## config.mk

```make
export PLATFORM = sky130hd
export DESIGN_NAME = wwg_window
export DESIGN_NICKNAME = d
export VERILOG_FILES = /design/src/rtl/wwg_pkg.sv /design/src/rtl/wwg_window.sv
export SDC_FILE = /design/constraint.sdc
export NUM_CORES = 1
export LEC_CHECK = 0
export BUFFER_PORTS_ARGS = -buffer_cell sky130_fd_sc_hd__buf_2
export CORE_MARGIN = 5
export CORE_UTILIZATION = 46
export CTS_CLUSTER_DIAMETER = 50
export DETAILED_ROUTE_END_ITERATION = 8
export GPL_TIMING_DRIVEN = 0
export HOLD_SLACK_MARGIN = 0.03
export PLACE_DENSITY_LB_ADDON = 0.05
export SLEW_MARGIN = 20
export SYNTH_ARGS = -nofsm -noshare
export SYNTH_HDL_FRONTEND = slang
export SYNTH_SLANG_ARGS = --single-unit
```

## constraint.sdc

```tcl
create_clock -name clock -period 4.1 [get_ports clock]
set_clock_uncertainty 0.2 [all_clocks]
set_input_delay 0.205 -clock clock [delete_from_list [all_inputs] [get_ports clock]]
set_output_delay 0.205 -clock clock [all_outputs]
set_load 0.02 [all_outputs]
```

## src/rtl/wwg_pkg.sv

```systemverilog
// ----------------------------------------------------------------------------
// wwg_pkg
// Shared types and codes of the wireworld grid engine: cell states, command
// codes, register indexes, controller states and the window control bundle.
// ----------------------------------------------------------------------------
package wwg_pkg;

   typedef logic [1:0] cell_type;
   typedef logic [1:0] cmd_type;

   localparam cell_type CELL_EMPTY = 2'd0;
   localparam cell_type CELL_WIRE  = 2'd1;
   localparam cell_type CELL_HEAD  = 2'd2;
   localparam cell_type CELL_TAIL  = 2'd3;

   localparam cmd_type CMD_WRITE = 2'd0;
   localparam cmd_type CMD_READ  = 2'd1;
   localparam cmd_type CMD_RUN   = 2'd2;

   localparam int CSR_IDX_W  = 1;
   localparam int CSR_DATA_W = 8;
   localparam logic [CSR_IDX_W-1:0] CSR_COLS = 1'd0;
   localparam logic [CSR_IDX_W-1:0] CSR_ROWS = 1'd1;

   localparam logic [7:0] COLS_RESET = 8'd128;
   localparam logic [4:0] ROWS_RESET = 5'd16;

   localparam int DEF_MAX_ROWS = 16;
   localparam int DEF_MAX_COLS = 128;

   typedef enum logic [2:0] {
      FSM_CLEAR,
      FSM_IDLE,
      FSM_READ,
      FSM_RUN,
      FSM_DRAIN,
      FSM_DONE
   } fsm_state_type;

   typedef struct packed {
      logic shift;
      logic restart;
      logic top_ok;
      logic bot_ok;
      logic at_edge;
   } win_ctl_type;

endpackage

```

## src/rtl/wwg_window.sv

```systemverilog
// ----------------------------------------------------------------------------
// wwg_window
// Three-by-three neighbourhood window over the old grid. Holds the two
// previous columns of the rows above, at and below the cell and applies the
// wireworld rule to the centre cell.
// ----------------------------------------------------------------------------
module wwg_window
   import wwg_pkg::*;
(
   input  logic        clock,
   input  win_ctl_type ctl,
   input  cell_type    top_cell,
   input  cell_type    mid_cell,
   input  cell_type    bot_cell,
   output cell_type    new_cell
);

   cell_type top_left_ff, top_mid_ff;
   cell_type mid_left_ff, mid_mid_ff;
   cell_type bot_left_ff, bot_mid_ff;
   cell_type top_v, mid_v, bot_v;
   logic [3:0] heads;

   // cells beyond the active area never count
   always_comb begin
      top_v = (ctl.top_ok && !ctl.at_edge) ? top_cell : CELL_EMPTY;
      mid_v = (!ctl.at_edge) ? mid_cell : CELL_EMPTY;
      bot_v = (ctl.bot_ok && !ctl.at_edge) ? bot_cell : CELL_EMPTY;
   end

   always_ff @(posedge clock) begin
      if (ctl.shift) begin
         top_left_ff <= ctl.restart ? CELL_EMPTY : top_mid_ff;
         mid_left_ff <= ctl.restart ? CELL_EMPTY : mid_mid_ff;
         bot_left_ff <= ctl.restart ? CELL_EMPTY : bot_mid_ff;
         top_mid_ff  <= top_v;
         mid_mid_ff  <= mid_v;
         bot_mid_ff  <= bot_v;
      end
   end

   always_comb begin
      heads = {3'd0, top_left_ff == CELL_HEAD} + {3'd0, top_mid_ff == CELL_HEAD}
            + {3'd0, top_v == CELL_HEAD}       + {3'd0, mid_left_ff == CELL_HEAD}
            + {3'd0, mid_v == CELL_HEAD}       + {3'd0, bot_left_ff == CELL_HEAD}
            + {3'd0, bot_mid_ff == CELL_HEAD}  + {3'd0, bot_v == CELL_HEAD};
   end

   always_comb begin
      case (mid_mid_ff)
         CELL_HEAD: new_cell = CELL_TAIL;
         CELL_TAIL: new_cell = CELL_WIRE;
         CELL_WIRE: new_cell = (heads == 4'd1 || heads == 4'd2) ? CELL_HEAD : CELL_WIRE;
         default:   new_cell = CELL_EMPTY;
      endcase
   end

endmodule

```

==> results_dict.tcl <==
set metrics [dict create \
    max_stage_delay_ns 0.55 \
    port_buffers 13 \
    fp.dieW_um 48.75 \
    gp_congestion 0.7061 \
    coreArea_sq_um 1471 \
    start_util_pct 46.94 \
    synthMuxAreaShare_pct 1.630 \
    vias 428 \
    cts_tree "done" \
    yosys_warnings 0 \
    num_io_pins 14 \
    drc 0 \
    grt_pass1_wl_um 1952 \
    syn_to_final_growth_pct 26.27 \
    dpl_cell_area_sq_um 775.7 \
    clk_latency_ns 0.27 \
    fin_ws_ns -0.2309 \
    cp_max_fo 2 \
    maxSlewHeadroom_pct 80.93 \
    synth_fa_ha_area_share_pct 17.03 \
    worstPathArrival_ns 3.93 \
    min_to "mid_mid_ff[0]$_DFFE_PP_" \
    postRouteAntennaNets 0 \
    grt_pass1_vias 468 \
    path_cells "nor2b_4 -> fa_1 -> inv_2 -> fa_2 -> fa_1 -> inv_1 -> ha_2 -> inv_2 -> fa_2 -> a211o_1 -> a2111oi_4 -> mux2_4 -> buf_6" \
    hold_depth 2 \
    drive_above_1_share_pct 39.44 \
    synth-seq-cells 12 \
    grt.total_usage_pct 11.10 \
    synth_top_family_by_area "simple AND/OR/NAND/NOR gates" \
    startpoint_type "register" \
    syn_inst 52 \
    htreeDepth 1 \
    routedWlPerCell_um 12.64 \
    synth_compound_gate_area_share_pct 3.442 \
    post-place-ws_ns -0.1360 \
    grt_remaining_overflow 0 \
    period_share_pct 105.6 \
    finalCriticalPeriod_ns 4.331 \
    drv_cap 0 \
    cp-end-kind "output port" \
    slew_violations 0 \
    peakVddDrop_mv 0.1885 \
    drt_wl_total_um 1100 \
    antenna_found_initial 0 \
    num_antenna_cells 0 \
    cts_root_buffer "clkbuf_4" \
    syn_area_sq_um 690.7 \
    total_power_mw 0.3256 \
    clock.fmax_mhz 230.9 \
    cts-buffers-inserted 3 \
    drt_iter0_drc 6 \
    power_density_nw_per_um2 373.4 \
    worstPathRequired_ns 3.69 \
    p_leak_nw 0.3802 \
    reg2reg_from "mid_mid_ff[1]$_DFFE_PP_" \
    clk_pin_slew_worst_paths_ns 0.08 \
    slowest_stage "fa_2" \
    fin_nets 91 \
    r2r_setup_slack_ns 3.03 \
    worst_pin_slew_ns 0.2860 \
    first_pass_iters 2 \
    setup_viol 2 \
    die_h_um 48.75 \
    grt_max_degree 13 \
    viasPerCell 4.920 \
    cts.hold.buffers_added 0 \
    die-area_sq_um 2377 \
    rows 14 \
    final_util_pct 59.27 \
    grt_setup_unrepaired "true" \
    hold_viol_final 0 \
    seq_area_frac_synth_pct 52.17 \
    ys_types 12 \
    syn_nets 71 \
    clock-sinks 12 \
    status "complete, but fails checks" \
    timing.rr.end "mid_left_ff[1]$_SDFFCE_PP0P_" \
    worstSetupPathType "reg -> out" \
    worstRegToRegCells 1 \
    tns_ns -0.3949 \
    holdCritPathClass "in -> reg" \
    synth-simple-area-share_pct 21.20 \
    clock_path_buffers 2 \
    stdcell_area_sq_um 872.1 \
    violations "setup timing" \
    avgSynthCellArea_sq_um 13.28 \
    cp_top_family "adder cells" \
    crit_buf_inv 4 \
    synthXorXnorAreaFrac_pct 1.268 \
    worstHoldStart "mid_cell[0]" \
]
## power breakdown
group | internal (mW) | switching (mW) | total [mW]
logic | 0.0517 | 0.0490 | 0.101
registers | 0.144 | 0.00458 | 0.149
clock network | 0.0353 | 0.0407 | 0.0760
total | 0.231 | 0.0943 | 0.326
## layer usage
metal / vias to the layer above / routed length [um] / global-route usage [%]
met3: 2 / 66 / 2.761
met1: 198 / 442 / 12.80
met4: 0 / 21 / 6.726
met5: - / 0 / 0
li1: 214 / - / -
met2: 14 / 570 / 18.26
## stage by stage
step	hold WS, ns	cells
finish	0.03678	87
floorplan	0.1175	52
detailed placement	0.3224	81
global placement	0.3123	81
CTS	0.03182	86
global route	0.04199	87
## flip-flops by register name (all words and copies together), names as in the netlist
signal / flops
mid_left_ff: 2
bot_left_ff: 2
mid_mid_ff: 2
bot_mid_ff: 2
top_mid_ff: 2
top_left_ff: 2
## how the worst max path moves through the flow
stage	from	endpoint	depth (start not counted)
CTS	top_mid_ff[1]$_DFFE_PP_	new_cell[1]	13
detailed placement	top_left_ff[1]$_SDFFCE_PP0P_	new_cell[1]	13
global route	top_mid_ff[1]$_DFFE_PP_	new_cell[1]	13
global placement	top_mid_ff[1]$_DFFE_PP_	new_cell[1]	13
floorplan	top_left_ff[1]$_SDFFCE_PP0P_	new_cell[1]	12
finish	top_mid_ff[1]$_DFFE_PP_	new_cell[1]	13
## cell usage after synthesis
master / count / area, sq um
fa_1: 4 / 80.08
edfxtp_1: 12 / 360.4
ha_1: 3 / 37.54
nand2b_1: 4 / 25.02
nor2_1: 3 / 11.26
mux2_2: 1 / 11.26
a211o_1: 1 / 8.760
inv_1: 6 / 22.52
nor2b_1: 12 / 75.07
and3b_1: 4 / 35.03
xor2_1: 1 / 8.760
a2111oi_2: 1 / 15.01
## cells in the final DEF (no fill, tap or decap), types with 2 or more instances in the layout
cell type	n
buf_4	3
nor2_1	3
ha_1	2
nor2b_1	10
and3b_1	4
nand2b_1	4
clkbuf_4	3
inv_1	4
edfxtp_1	12
nor2b_4	2
inv_2	2
buf_2	11
fa_1	2
fa_2	2
## final cells by class
| class | count | area (sq um) |
|---|---|---|
| fillers | 144 | 599.3 |
| flip-flops and latches | 12 | 360.3 |
| multi-input cells | 34 | 354.1 |
| repair buffers | 15 | 88.84 |
| clock buffers | 3 | 22.52 |
| inverters | 6 | 22.52 |
| well taps | 16 | 20.02 |
| clock inverters | 1 | 3.754 |
## logic make-up (layout without fill, tap and decap cells)
kind of cell / count (synthesis) / count (layout)
mux: 1 / 1
simple gates: 23 / 23
buf+inv: 6 / 25
xor+xnor: 1 / 1
flops: 12 / 12
fa+ha+maj: 7 / 7
compound gates: 2 / 2
## what timing repair did
item | 4_1_cts | 5_1_grt
buffers inserted | 1 | 1
gates resized for setup | 12 | 3
endpoints found under the setup margin | 2 | 2
pin swaps | 6 | 0
No activity file was read; power rests on OpenSTA's default activity.
